==> src/rtl/calle_pkg.sv <==
// Shared types and codes for the cursor array list engine.
// Depends on nothing; every other file in rtl/ refers to it by scoped names.
package calle_pkg;

  localparam int DATA_W = 32;
  localparam int KIND_W = 4;
  localparam int STAT_W = 2;
  localparam int POS_W  = 7;

  // Operation kinds
  localparam logic [KIND_W-1:0] K_CLEAR    = 4'd0;
  localparam logic [KIND_W-1:0] K_APPEND   = 4'd1;
  localparam logic [KIND_W-1:0] K_INSERT   = 4'd2;
  localparam logic [KIND_W-1:0] K_REMOVE   = 4'd3;
  localparam logic [KIND_W-1:0] K_START    = 4'd4;
  localparam logic [KIND_W-1:0] K_END      = 4'd5;
  localparam logic [KIND_W-1:0] K_FORWARD  = 4'd6;
  localparam logic [KIND_W-1:0] K_BACKWARD = 4'd7;
  localparam logic [KIND_W-1:0] K_READ     = 4'd8;
  localparam logic [KIND_W-1:0] K_REVERSE  = 4'd9;

  // Status codes
  localparam logic [STAT_W-1:0] ST_OK       = 2'd0;
  localparam logic [STAT_W-1:0] ST_FULL     = 2'd1;
  localparam logic [STAT_W-1:0] ST_NOVALUE  = 2'd2;
  localparam logic [STAT_W-1:0] ST_BOUNDARY = 2'd3;

  typedef struct packed {
    logic [KIND_W-1:0]        kind;
    logic signed [DATA_W-1:0] value;
  } item_t;

  typedef struct packed {
    logic [STAT_W-1:0]        status;
    logic signed [DATA_W-1:0] read_value;
    logic [POS_W-1:0]         length;
    logic [POS_W-1:0]         cursor;
  } result_t;

endpackage

==> src/rtl/calle_mem.sv <==
// Entry store: one write port, one read port with registered read data.
// Depends on calle_pkg for the word width.
module calle_mem #(
  parameter int DEPTH = 64,
  localparam int AW = $clog2(DEPTH)
) (
  input  logic                         clk,
  input  logic                         we,
  input  logic [AW-1:0]                waddr,
  input  logic [calle_pkg::DATA_W-1:0] wdata,
  input  logic                         re,
  input  logic [AW-1:0]                raddr,
  output logic [calle_pkg::DATA_W-1:0] rdata
);

  logic [calle_pkg::DATA_W-1:0] mem [DEPTH];

  always_ff @(posedge clk) begin
    if (we) begin
      mem[waddr] <= wdata;
    end
  end

  // Hold read data until the next read
  always_ff @(posedge clk) begin
    if (re) begin
      rdata <= mem[raddr];
    end
  end

endmodule

==> src/rtl/calle_ctl.sv <==
// Sequencer for the list engine: length, cursor, index step unit and
// the memory access schedule. Depends on calle_pkg and calle_mem.
module calle_ctl #(
  parameter int CAPACITY = 64
) (
  input  logic                         clk,
  input  logic                         rst,
  input  logic                         start,
  input  calle_pkg::item_t             item,
  input  logic                         take,
  output logic                         idle,
  output logic                         done,
  output calle_pkg::result_t           res
);

  localparam int CW = $clog2(CAPACITY + 1);
  localparam int AW = $clog2(CAPACITY);

  typedef enum logic [3:0] {
    S_IDLE, S_SH_RD, S_SH_WR, S_FILL, S_DN_RD, S_DN_WR, S_RD_WAIT,
    S_RV_RLO, S_RV_RHI, S_RV_WLO, S_RV_WHI, S_DONE
  } state_t;

  state_t                            state;
  logic [CW-1:0]                     count;
  logic [CW-1:0]                     position;
  logic [CW-1:0]                     idx;
  logic [CW-1:0]                     lo;
  logic [CW-1:0]                     hi;
  logic [calle_pkg::DATA_W-1:0]      word;
  logic [calle_pkg::DATA_W-1:0]      hold;
  logic [calle_pkg::DATA_W-1:0]      rd;
  logic [calle_pkg::STAT_W-1:0]      status;

  logic [CW-1:0]                     gap;
  logic [CW-1:0]                     idx_dec;
  logic [CW-1:0]                     idx_inc;
  logic                              full;
  logic [CW+calle_pkg::POS_W-1:0]    count_ext;
  logic [CW+calle_pkg::POS_W-1:0]    pos_ext;

  logic                              mem_we;
  logic [AW-1:0]                     mem_waddr;
  logic [calle_pkg::DATA_W-1:0]      mem_wdata;
  logic                              mem_re;
  logic [AW-1:0]                     mem_raddr;
  logic [calle_pkg::DATA_W-1:0]      mem_rdata;

  calle_mem #(.DEPTH(CAPACITY)) u_mem (
    .clk   (clk),
    .we    (mem_we),
    .waddr (mem_waddr),
    .wdata (mem_wdata),
    .re    (mem_re),
    .raddr (mem_raddr),
    .rdata (mem_rdata)
  );

  assign gap     = count - position;
  assign idx_dec = idx - CW'(1);
  assign idx_inc = idx + CW'(1);
  assign full    = (count == CW'(CAPACITY));

  // Memory access schedule
  always_comb begin
    mem_we    = 1'b0;
    mem_waddr = '0;
    mem_wdata = '0;
    mem_re    = 1'b0;
    mem_raddr = '0;
    case (state)
      S_IDLE: begin
        if (start && item.kind == calle_pkg::K_APPEND && !full) begin
          mem_we    = 1'b1;
          mem_waddr = count[AW-1:0];
          mem_wdata = item.value;
        end
        if (start && item.kind == calle_pkg::K_READ && gap != '0) begin
          mem_re    = 1'b1;
          mem_raddr = position[AW-1:0];
        end
      end
      S_SH_RD: begin
        mem_re    = 1'b1;
        mem_raddr = idx_dec[AW-1:0];
      end
      S_SH_WR: begin
        mem_we    = 1'b1;
        mem_waddr = idx[AW-1:0];
        mem_wdata = mem_rdata;
      end
      S_FILL: begin
        mem_we    = 1'b1;
        mem_waddr = position[AW-1:0];
        mem_wdata = word;
      end
      S_DN_RD: begin
        mem_re    = 1'b1;
        mem_raddr = idx_inc[AW-1:0];
      end
      S_DN_WR: begin
        mem_we    = 1'b1;
        mem_waddr = idx[AW-1:0];
        mem_wdata = mem_rdata;
      end
      S_RV_RLO: begin
        mem_re    = 1'b1;
        mem_raddr = lo[AW-1:0];
      end
      S_RV_RHI: begin
        mem_re    = 1'b1;
        mem_raddr = hi[AW-1:0];
      end
      S_RV_WLO: begin
        mem_we    = 1'b1;
        mem_waddr = lo[AW-1:0];
        mem_wdata = mem_rdata;
      end
      S_RV_WHI: begin
        mem_we    = 1'b1;
        mem_waddr = hi[AW-1:0];
        mem_wdata = hold;
      end
      default: begin
        mem_we = 1'b0;
      end
    endcase
  end

  always_ff @(posedge clk) begin
    if (rst) begin
      state    <= S_IDLE;
      count    <= '0;
      position <= '0;
    end else begin
      case (state)
        S_IDLE: begin
          if (start) begin
            rd   <= '0;
            word <= item.value;
            lo   <= position;
            hi   <= count - CW'(1);
            // Remove walks up from the cursor; insert walks down from the tail
            if (item.kind == calle_pkg::K_REMOVE) idx <= position;
            else idx <= count;
            case (item.kind)
              calle_pkg::K_CLEAR: begin
                count    <= '0;
                position <= '0;
                status   <= calle_pkg::ST_OK;
                state    <= S_DONE;
              end
              calle_pkg::K_APPEND: begin
                state <= S_DONE;
                if (full) begin
                  status <= calle_pkg::ST_FULL;
                end else begin
                  status <= calle_pkg::ST_OK;
                  count  <= count + CW'(1);
                end
              end
              calle_pkg::K_INSERT: begin
                if (full) begin
                  status <= calle_pkg::ST_FULL;
                  state  <= S_DONE;
                end else begin
                  status <= calle_pkg::ST_OK;
                  if (gap != '0) state <= S_SH_RD;
                  else state <= S_FILL;
                end
              end
              calle_pkg::K_REMOVE: begin
                if (gap == '0) begin
                  status <= calle_pkg::ST_NOVALUE;
                  state  <= S_DONE;
                end else begin
                  status <= calle_pkg::ST_OK;
                  if (gap > CW'(1)) begin
                    state <= S_DN_RD;
                  end else begin
                    count <= count - CW'(1);
                    state <= S_DONE;
                  end
                end
              end
              calle_pkg::K_START: begin
                position <= '0;
                status   <= calle_pkg::ST_OK;
                state    <= S_DONE;
              end
              calle_pkg::K_END: begin
                position <= count;
                status   <= calle_pkg::ST_OK;
                state    <= S_DONE;
              end
              calle_pkg::K_FORWARD: begin
                state <= S_DONE;
                if (gap == '0) begin
                  status <= calle_pkg::ST_BOUNDARY;
                end else begin
                  status   <= calle_pkg::ST_OK;
                  position <= position + CW'(1);
                end
              end
              calle_pkg::K_BACKWARD: begin
                state <= S_DONE;
                if (position == '0) begin
                  status <= calle_pkg::ST_BOUNDARY;
                end else begin
                  status   <= calle_pkg::ST_OK;
                  position <= position - CW'(1);
                end
              end
              calle_pkg::K_READ: begin
                if (gap == '0) begin
                  status <= calle_pkg::ST_NOVALUE;
                  state  <= S_DONE;
                end else begin
                  status <= calle_pkg::ST_OK;
                  state  <= S_RD_WAIT;
                end
              end
              calle_pkg::K_REVERSE: begin
                status <= calle_pkg::ST_OK;
                if (gap > CW'(1)) state <= S_RV_RLO;
                else state <= S_DONE;
              end
              default: begin
                status <= calle_pkg::ST_OK;
                state  <= S_DONE;
              end
            endcase
          end
        end
        S_SH_RD: state <= S_SH_WR;
        S_SH_WR: begin
          idx <= idx_dec;
          if (idx_dec > position) state <= S_SH_RD;
          else state <= S_FILL;
        end
        S_FILL: begin
          count <= count + CW'(1);
          state <= S_DONE;
        end
        S_DN_RD: state <= S_DN_WR;
        S_DN_WR: begin
          idx <= idx_inc;
          if (count - idx > CW'(2)) begin
            state <= S_DN_RD;
          end else begin
            count <= count - CW'(1);
            state <= S_DONE;
          end
        end
        S_RD_WAIT: begin
          rd    <= mem_rdata;
          state <= S_DONE;
        end
        S_RV_RLO: state <= S_RV_RHI;
        S_RV_RHI: begin
          hold  <= mem_rdata;
          state <= S_RV_WLO;
        end
        S_RV_WLO: state <= S_RV_WHI;
        S_RV_WHI: begin
          lo <= lo + CW'(1);
          hi <= hi - CW'(1);
          if (hi - lo > CW'(2)) state <= S_RV_RLO;
          else state <= S_DONE;
        end
        S_DONE: begin
          if (take) state <= S_IDLE;
        end
        default: state <= S_IDLE;
      endcase
    end
  end

  assign count_ext = (CW + calle_pkg::POS_W)'(count);
  assign pos_ext   = (CW + calle_pkg::POS_W)'(position);

  assign idle = (state == S_IDLE);
  assign done = (state == S_DONE);

  assign res.status     = status;
  assign res.read_value = rd;
  assign res.length     = count_ext[calle_pkg::POS_W-1:0];
  assign res.cursor     = pos_ext[calle_pkg::POS_W-1:0];

`ifndef SYNTH
  a_cursor_in_range: assert property (@(posedge clk) disable iff (rst)
    position <= count) else $error("cursor beyond length");

  a_count_in_range: assert property (@(posedge clk) disable iff (rst)
    count <= CW'(CAPACITY)) else $error("length beyond capacity");

  a_start_when_idle: assert property (@(posedge clk) disable iff (rst)
    start |-> state == S_IDLE) else $error("item started while busy");

  a_no_rw_collision: assert property (@(posedge clk) disable iff (rst)
    !(mem_we && mem_re && mem_waddr == mem_raddr))
    else $error("read and write to the same entry");
`endif

endmodule

==> src/rtl/cursor_array_list_engine_unit.sv <==
// Clear/append/start/end/fwd/back/other kinds give their result directly; read waits for
// the registered read data; insert and remove shift the entries past the cursor one by one,
// and remove at the tail only shortens the list; reverse swaps the span pair by pair.
// Throughput: one word at a time; a new word is stalled until the shift/swap sequencer
// is through with the current one.
// Reset (rst, synchronous, active high) empties the list and sets the cursor to zero;
// entry contents are not cleared and are never read before being written.
module cursor_array_list_engine_unit #(
  parameter int CAPACITY = 64
) (
  input  logic               clk,
  input  logic               rst,
  // Operation words
  input  logic               item_valid,
  output logic               item_stall,
  input  calle_pkg::item_t   item,
  // Result words
  output logic               result_valid,
  input  logic               result_stall,
  output calle_pkg::result_t result
);

  logic               ctl_idle;
  logic               ctl_done;
  logic               ctl_take;
  logic               accept;
  calle_pkg::result_t ctl_res;

  // Stall new words while the sequencer works on one; a finished result that
  // waits in the output register does not block the next word.
  assign item_stall = !ctl_idle;
  assign accept     = item_valid && !item_stall;

  // Move the finished result into the output register once it is free
  assign ctl_take = ctl_done && (!result_valid || !result_stall);

  calle_ctl #(.CAPACITY(CAPACITY)) u_ctl (
    .clk   (clk),
    .rst   (rst),
    .start (accept),
    .item  (item),
    .take  (ctl_take),
    .idle  (ctl_idle),
    .done  (ctl_done),
    .res   (ctl_res)
  );

  // Output register: hold while stalled, load on take, drop once taken
  always_ff @(posedge clk) begin
    if (rst) begin
      result_valid <= 1'b0;
    end else if (ctl_take) begin
      result_valid <= 1'b1;
    end else if (!result_stall) begin
      result_valid <= 1'b0;
    end
  end

  always_ff @(posedge clk) begin
    if (ctl_take) begin
      result <= ctl_res;
    end
  end

endmodule

==> config.mk <==
export PLATFORM = sky130hd
export DESIGN_NAME = cursor_array_list_engine_unit
export DESIGN_NICKNAME = d
export VERILOG_FILES = /design/src/rtl/calle_pkg.sv /design/src/rtl/calle_mem.sv /design/src/rtl/calle_ctl.sv /design/src/rtl/cursor_array_list_engine_unit.sv
export SDC_FILE = /design/constraint.sdc
export NUM_CORES = 2
export LEC_CHECK = 0
export BUFFER_PORTS_ARGS = -buffer_cell sky130_fd_sc_hd__clkbuf_2
export CORE_ASPECT_RATIO = 0.6
export CORE_MARGIN = 3
export CORE_UTILIZATION = 50
export CTS_CLUSTER_DIAMETER = 200
export DETAILED_ROUTE_END_ITERATION = 10
export PLACE_DENSITY = 0.62
export RECOVER_POWER = 100
export SKIP_CTS_REPAIR_TIMING = 1
export SLEW_MARGIN = 30
export SYNTH_ARGS = -nofsm -noshare
export SYNTH_HDL_FRONTEND = slang
export SYNTH_SLANG_ARGS = --single-unit
==> constraint.sdc <==
create_clock -name clk -period 6.9 [get_ports clk]
set_input_delay 1.38 -clock clk [delete_from_list [all_inputs] [get_ports clk]]
set_output_delay 1.38 -clock clk [all_outputs]
set_load 0.02 [all_outputs]
### Word-level counts from Yosys, hierarchy flattened

Memories as Yosys holds them, arrays and structs flattened. A register that Yosys moved wholly into a read port is not among the register bits.
Cells that the tools add are included.

| storage, ports and cells | value |
|---|---|
| input bits | 40 |
| register bits after elaboration | 186 |
| memories | 1 |
| RAM bits | 2,048 |

| cells by class | value |
|---|---|
| eq/ne operators | 31 |
| reduce and logical (&&, ||, !) cells | 37 |
| muxes and demuxes | 51 |
| bitwise gates (word level) | 1 |
| add/subtract/negate cells | 11 |
| $lt $le $gt $ge | 4 |

Memories:

| name | depth | bits a word | read ports | clocked after Yosys merged registers in | wr ports | line | source |
|---|---|---|---|---|---|---|---|
| u_ctl.u_mem.mem | 64 | 32 | 1 | 1 | 1 | calle_mem.sv:16 | `logic [calle_pkg::DATA_W-1:0] mem [DEPTH];` |

Operators with widths:

| kind | number |
|---|---|
| 32-bit one-hot mux with 4 select lines | 1 |
| 7-bit two-way mux | 11 |
| 32-bit two-way mux | 2 |
| 32-bit one-hot mux with 2 select lines | 1 |
| 7-bit one-hot mux with 3 select lines | 3 |
| 6-bit one-hot mux with 5 select lines | 2 |
| 4-bit one-hot mux with 11 select lines | 1 |
| 4-bit two-way mux | 9 |
| 4-bit by 3-bit == test with 1-bit output (second input constant) | 8 |
| 7-bit by 1-bit adder with 7-bit output (second input constant) | 4 |
| 7-bit one-hot mux with 2 select lines | 2 |
| 7-bit one-hot mux with 4 select lines | 1 |
| 7-bit by 1-bit subtractor with 7-bit output (second input constant) | 4 |
| 4-bit == test (second input constant) | 6 |
| 7-bit subtractor | 3 |
| 4-bit by 2-bit == test with 1-bit output (second input constant) | 4 |
| 4-bit one-hot mux with 4 select lines | 1 |
| 7-bit by 2-bit > comparator with 1-bit output (second input constant) | 2 |
| 7-bit zero test | 2 |
| 6-bit two-way mux | 2 |
| 3-bit AND reduction | 4 |
| 2-bit two-way mux | 5 |
| 2-bit OR reduction | 5 |
| 3-bit inequality test (second input constant) | 3 |
| 25 further kinds | 49 |

### Longest topological paths before layout

| logic depth | value |
|---|---|
| word-level depth | 8 |
| gate-level depth with buffers | 21 |
| mapped depth without buffers | 15 |

### Modules after synthesis

Synthesis repeated with hierarchy kept, for this count alone.

| second synthesis, totals | value |
|---|---|
| cells, all modules | 4,256 |
| area total of the unflattened synthesis | 88,874.0 um^2 |

Modules (own cells, without submodules):

| module | seq. area each (um^2) | cells each | times used | area an instance (um^2) |
|---|---|---|---|---|
| calle_mem | 62,459.9 | 3,370 | 1 | 79,094.6 |
| calle_ctl | 3,933.8 | 832 | 1 | 8,291.7 |
| cursor_array_list_engine_unit | 1,461.4 | 54 | 1 | 1,487.7 |

### Worst setup path before layout

OpenSTA, ideal clock, no wires.

| timing | value |
|---|---|
| path type | register -> register |
| from | register u_ctl.count[0] |
| to | register u_ctl.u_mem.rdata[0] in the netlist's numbering, read port of u_ctl.u_mem.mem, enable pin |
| data required time | 6.430 ns |
| library setup time | 0.470 ns |
| arrival time | 4.748 ns |
| stages on the path, launching flop included | 12 |
| period minus slack after synthesis | 5.218 ns |
| path slack | 1.682 ns |
| cell sequence | dfxtp_1 clkbuf_1 inv_1 ha_1 inv_1 fa_1 a211oi_1 nor3b_1 o311a_1 o211ai_2 nor2_1 o31ai_1 |

| between the ends | value |
|---|---|
| longest elaborated chain between the ends | 5 |
| elaborated cells on any way between the ends | 7 |
| classes of those cells | add/sub: 1; mux: 4; reduce/logical: 2 |

RTL lines:

| what | line | source |
|---|---|---|
| start: declaration | calle_ctl.sv:25 | `logic [CW-1:0] count;` |
| start signal: assignment | calle_ctl.sv:159 | `count <= count + CW'(1);` |
| start signal: assignment | calle_ctl.sv:181 | `count <= count - CW'(1);` |
| start signal: assignment | calle_ctl.sv:242 | `count <= count + CW'(1);` |
| 7-bit subtractor | calle_ctl.sv:59 | `assign gap = count - position;` |
| 7-bit nonzero test | calle_ctl.sv:78 | `if (start && item.kind == calle_pkg::K_READ && gap != '0) begin` |
| 1-bit logical AND | calle_ctl.sv:78 |  |
| 1-bit two-way mux | calle_ctl.sv:78 |  |
| 1-bit one-hot mux with 2 select lines | calle_ctl.sv:71 | `case (state)` |
| net u_ctl.mem_re | calle_ctl.sv:45 | `logic mem_re;` |
| end: declaration | calle_mem.sv:13 | `output logic [calle_pkg::DATA_W-1:0] rdata` |

The timed path passes the listed nets, and every way through them passes these cells.
A chain may end at the register's enable or synchronous reset.

### Final worst setup path

| timing | value |
|---|---|
| from | register u_ctl.state[2] |
| to | memory u_ctl.u_mem.mem[3][12] in the netlist's numbering, enable pin |

| between the ends | value |
|---|---|
| longest elaborated chain between the ends | 8 |
| elaborated cells on any way between the ends | 17 |
| classes of those cells | eq/ne: 5; mux: 6; reduce/logical: 6 |

RTL lines:

| what | line | source |
|---|---|---|
| start: declaration | calle_ctl.sv:24 | `state_t state;` |
| start signal: assignment | calle_ctl.sv:132 | `state <= S_IDLE;` |
| start signal: assignment | calle_ctl.sv:151 | `state <= S_DONE;` |
| start signal: assignment | calle_ctl.sv:154 | `state <= S_DONE;` |
| 4-bit zero test | calle_ctl.sv:71, calle_ctl.sv:282 |  |
| 1-bit logical AND | cursor_array_list_engine_unit.sv:32 | `assign accept = item_valid && !item_stall;` |
| 1-bit logical AND (2 in a row) | calle_ctl.sv:73 | `if (start && item.kind == calle_pkg::K_APPEND && !full) begin` |
| 1-bit two-way mux | calle_ctl.sv:73 |  |
| 1-bit one-hot mux with 2 select lines | calle_ctl.sv:71 |  |
| 1-bit two-way mux | calle_mem.sv:19 | `if (we) begin` |
| 1-bit two-way mux (not written as such) | calle_mem.sv:20 | `mem[waddr] <= wdata;` |
| end: declaration | calle_mem.sv:16 |  |

Several ways; a longest one is shown, not always the timed one.

==> results.toml <==
[yosys]
synth-seq-area-share = 0.745
syn_area_um2 = 91100
synth_cell_type_count = 84
ys_warn_count = 0
synthCells = 6583
synth_seq_cells = 2266
syn_nets = 6664
synth_ff_type = "edfxtp_1"
syn_area_per_cell_um2 = 13.8
synthArstFlopShare = 0
synth_edf_count = 2247

[global_route]
gr-total-overflow = 0
grt_max_degree = 104
grt_antenna_before_repair = 4
grt_use_total = 0.292
grt_pass1_wl_um = 395000
grt_pass1_vias = 54200

[finish]
finish.net_count = 6793
multi_input_area_um2 = 21500
fillers = 14300
area_delta_synth_final_pct = 11.1
regArea_um2 = 67900
drive_above_1_share = 0.0810

[timing]
finalSetupViolCount = 0
slew_viol_final = 2565
hold_violations = 0
tightest_slew_ps = 3440
rsz0062_at_grt = "no"
clock.fmax_mhz = 149
finalSetupTns_ps = 0
relSlewSlack = -1.29
period_needed_ps = 6730
hold_slack_ps = 421
clock_skew_ps = 49.6
finalCritPeriodShare = 0.975

[power_and_ir_drop]
p_sw_frac = 0.393
power_frac_clock = 0.228
totalPowerFinal_mw = 47.6
vdd_drop_max_mv = 0.395
pwr-share-comb = 0.374
powerDensity_nw_per_um2 = 470
pwr-share-seq = 0.398
p_int_mw = 28.9
p_leak_nw = 34.1
p_switching_mw = 18.7

[floorplan]
io_pins = 90
start_util = 0.507
core_area_um2 = 180000
rows = 120
die_x_um = 557
fp.dieArea_um2 = 187000
die_y_um = 337

[clocking]
tritoncts = "yes"
clock_path_buffers = 4
clk_latency_ps = 860
tritoncts.num_buffers = 203
clkSlewWorstSetupHoldPaths_ps = 60
cts.sinks = 2266
clk_root_buffer_cell = "clkbuf_16"
cts.htree.levels = 4

[min_path]
hold_depth = 0
min_to = "result[26]"
hold_start = "u_ctl.rd[12]"
hold_path.class = "flop to flop"

[critical_path]
cp_common_cell = "clkbuf_1"
reg2reg_slack_ps = 170
critPathBufInv = 3
timing.rr.start = "u_ctl.state[2]"
crit_family = "simple AND/OR/NAND/NOR gates"
reg2reg_depth = 9
worstSetupPathType = "flop to flop"
slowest_delay_ps = 1210
crit_slowest_cell = "nor2_1"
cp_max_fo = 24
worstPathRequired_ps = 7370
worstPathArrival_ps = 7200
timing.rr.end = "u_ctl.u_mem.mem[3][12]"
critPathLaunchType = "flop"
path_cells = "nand2b_1 -> nor3_2 -> clkbuf_1 -> a222oi_1 -> nand3_1 -> clkbuf_1 -> or3_1 -> nor2_1 -> clkbuf_2"
cp-end-kind = "flop"

[run_status]
violations = "max-capacitance violations, max-slew violations"
status = "complete, but fails checks"

[place]
dp_hpwl_um = 168000
io_buffers = 89
gp_congestion = 1.01

[route]
antenna_left = 0
drtIter0Drc = 9529
drc_errors = 0
routed_wl_um = 278000
firstDrtPassIters = 8
via_per_inst = 6.38
routedWlPerCell_um = 30.1
vias = 59000

[job]
drv_cap = 80
-- per-stage QoR --
step,instances,area (um2),worst slack [ps],util
after floorplan,6583,91100,1680,-
after global placement,8879,96000,641,0.534
after detailed placement,8885,96200,894,0.535
after CTS,9239,102000,937,0.570
after global routing,9241,101000,362,0.563
final,9241,101000,169,0.563
-- cell usage after synthesis, types with 8 or more instances --
| library cell | instances | area (um2) |
|---|---|---|
| dfxtp_1 | 19 | 380 |
| nand2_1 | 1600 | 6010 |
| a211o_1 | 30 | 263 |
| nor3_1 | 59 | 295 |
| mux2i_1 | 212 | 2120 |
| mux2_2 | 31 | 349 |
| buf_2 | 107 | 536 |
| nor2b_1 | 8 | 50.1 |
| buf_1 | 34 | 128 |
| nor4_1 | 39 | 244 |
| nand4_1 | 74 | 463 |
| xnor2_1 | 24 | 210 |
| o22ai_1 | 12 | 75.1 |
| and3_1 | 103 | 644 |
| nand3_1 | 371 | 1860 |
| buf_4 | 23 | 173 |
| xor2_1 | 20 | 175 |
| ha_1 | 37 | 463 |
| edfxtp_1 | 2247 | 67500 |
| inv_1 | 40 | 150 |
| o32ai_1 | 32 | 280 |
| a22oi_1 | 72 | 541 |
| and2_1 | 39 | 244 |
| o21ai_0 | 99 | 495 |
| a21o_1 | 8 | 60.1 |
| clkbuf_1 | 248 | 931 |
| a222oi_1 | 38 | 380 |
| a21oi_1 | 362 | 1810 |
| buf_6 | 13 | 146 |
| a221oi_1 | 8 | 70.1 |
| o211ai_1 | 33 | 248 |
| a2111oi_0 | 35 | 307 |
| a211oi_1 | 17 | 128 |
| a31oi_1 | 98 | 613 |
| a32o_1 | 30 | 300 |
| nor2_1 | 140 | 526 |
| a311oi_1 | 124 | 1090 |
-- cell families (layout without fill, tap and decap cells) --
kind of cell	count (synthesis)	in the layout	share of synthesized area
xor gates and xnor gates	44	44	0.00423
buffers and inverters	467	745	0.0227
DFF	2266	2266	0.745
other	0	1	0
AOI/OAI and AO/OA	1050	1050	0.0785
muxes	243	243	0.0271
adders and majority gates	41	41	0.00596
and+or+nand+nor	2472	2472	0.116
-- power groups by stage --
stage | combinational (mW) | sequential (mW) | clock, mW
2_1_floorplan | 10.2 | 18.7 | 0
3_5_place_dp | 17.7 | 19.0 | 0
4_1_cts | 17.8 | 18.7 | 11.0
6_report | 17.8 | 18.9 | 10.9
5_1_grt | 18.8 | 19.0 | 11.5
3_3_place_gp | 17.5 | 19.0 | 0
-- routing by layer --
metal  global-route usage  routed length, um  up-vias
li1                     -                  -    25100
met4               0.0715               7040        0
met1                0.462             121000    29700
met3               0.0872              38000      390
met2                0.390             113000     3774
met5                    0                  0        -
-- state kept, by name, indices dropped and copies added, names as in the netlist, 2 cells and up --
signal	cells
u_ctl.position	7
u_ctl.count	7
u_ctl.status	2
u_ctl.lo	7
u_ctl.rd	32
u_ctl.u_mem.rdata	32
u_ctl.u_mem.mem	2048
u_ctl.hold	32
u_ctl.idx	7
u_ctl.hi	7
u_ctl.state	4
result	48
u_ctl.word	32
-- final cells by class --
type,instances,area share
Antenna cell,1,0.0000247
Clock buffer,256,0.0529
Clock inverter,98,0.00784
Inverter,41,0.00152
Multi-Input combinational cell,3850,0.212
Sequential cell,2266,0.670
Tap cell,2379,0.0294
Timing Repair Buffer,350,0.0257
-- worst register-to-register path: stages, from the launching register on --
cell and delay [ps]:
dfxtp_1 770, nand2b_1 330, nor3_2 60, clkbuf_1 470, a222oi_1 1110, nand3_1 520, clkbuf_1 250, or3_1 510
nor2_1 1210, clkbuf_2 1080
-- how the worst max path moves through the flow --
| stage | depth (start not counted) | to | slack (ps) | startpoint |
|---|---|---|---|---|
| after floorplan | 11 | u_ctl.u_mem.rdata[0] | 1680 | u_ctl.count[0] |
| after global placement | 16 | u_ctl.u_mem.rdata[5] | 640 | u_ctl.count[0] |
| after detailed placement | 16 | u_ctl.u_mem.rdata[10] | 890 | u_ctl.count[0] |
| after CTS | 16 | u_ctl.u_mem.rdata[10] | 940 | u_ctl.count[0] |
| after global routing | 10 | u_ctl.u_mem.mem[33][13] | 360 | u_ctl.state[3] |
| final | 9 | u_ctl.u_mem.mem[3][12] | 170 | u_ctl.state[2] |
-- cells in the final DEF (no fill, tap or decap), types with 17 or more instances in the layout --
cell type  netlist  routed
mux2i_1        212     212
nor2_1         140     113
a211oi_1        17      17
clkbuf_16        0     205
clkbuf_1       248     195
dfxtp_1         19      19
buf_12           0      49
and3_1         103     103
clkbuf_2         1      46
a31oi_1         98      98
a21oi_1        362     361
clkinv_2         0      22
nor4_1          39      33
edfxtp_1      2247    2247
xnor2_1         24      24
ha_1            37      37
nand4_1         74      74
nand2_1       1600    1590
o211ai_1        33      34
a32o_1          30      30
buf_4           23     104
and2_0           0      26
nor2_4           1      25
a22oi_1         72      72
a211o_1         30      30
nand3_1        371     372
a222oi_1        38      38
a2111oi_0       35      35
inv_1           40      40
nor3_1          59      57
o21ai_0         99      99
xor2_1          20      20
a311oi_1       124     124
clkinv_1         1      54
mux2_2          31      31
o32ai_1         32      32
No activity file was read; power rests on OpenSTA's default activity.
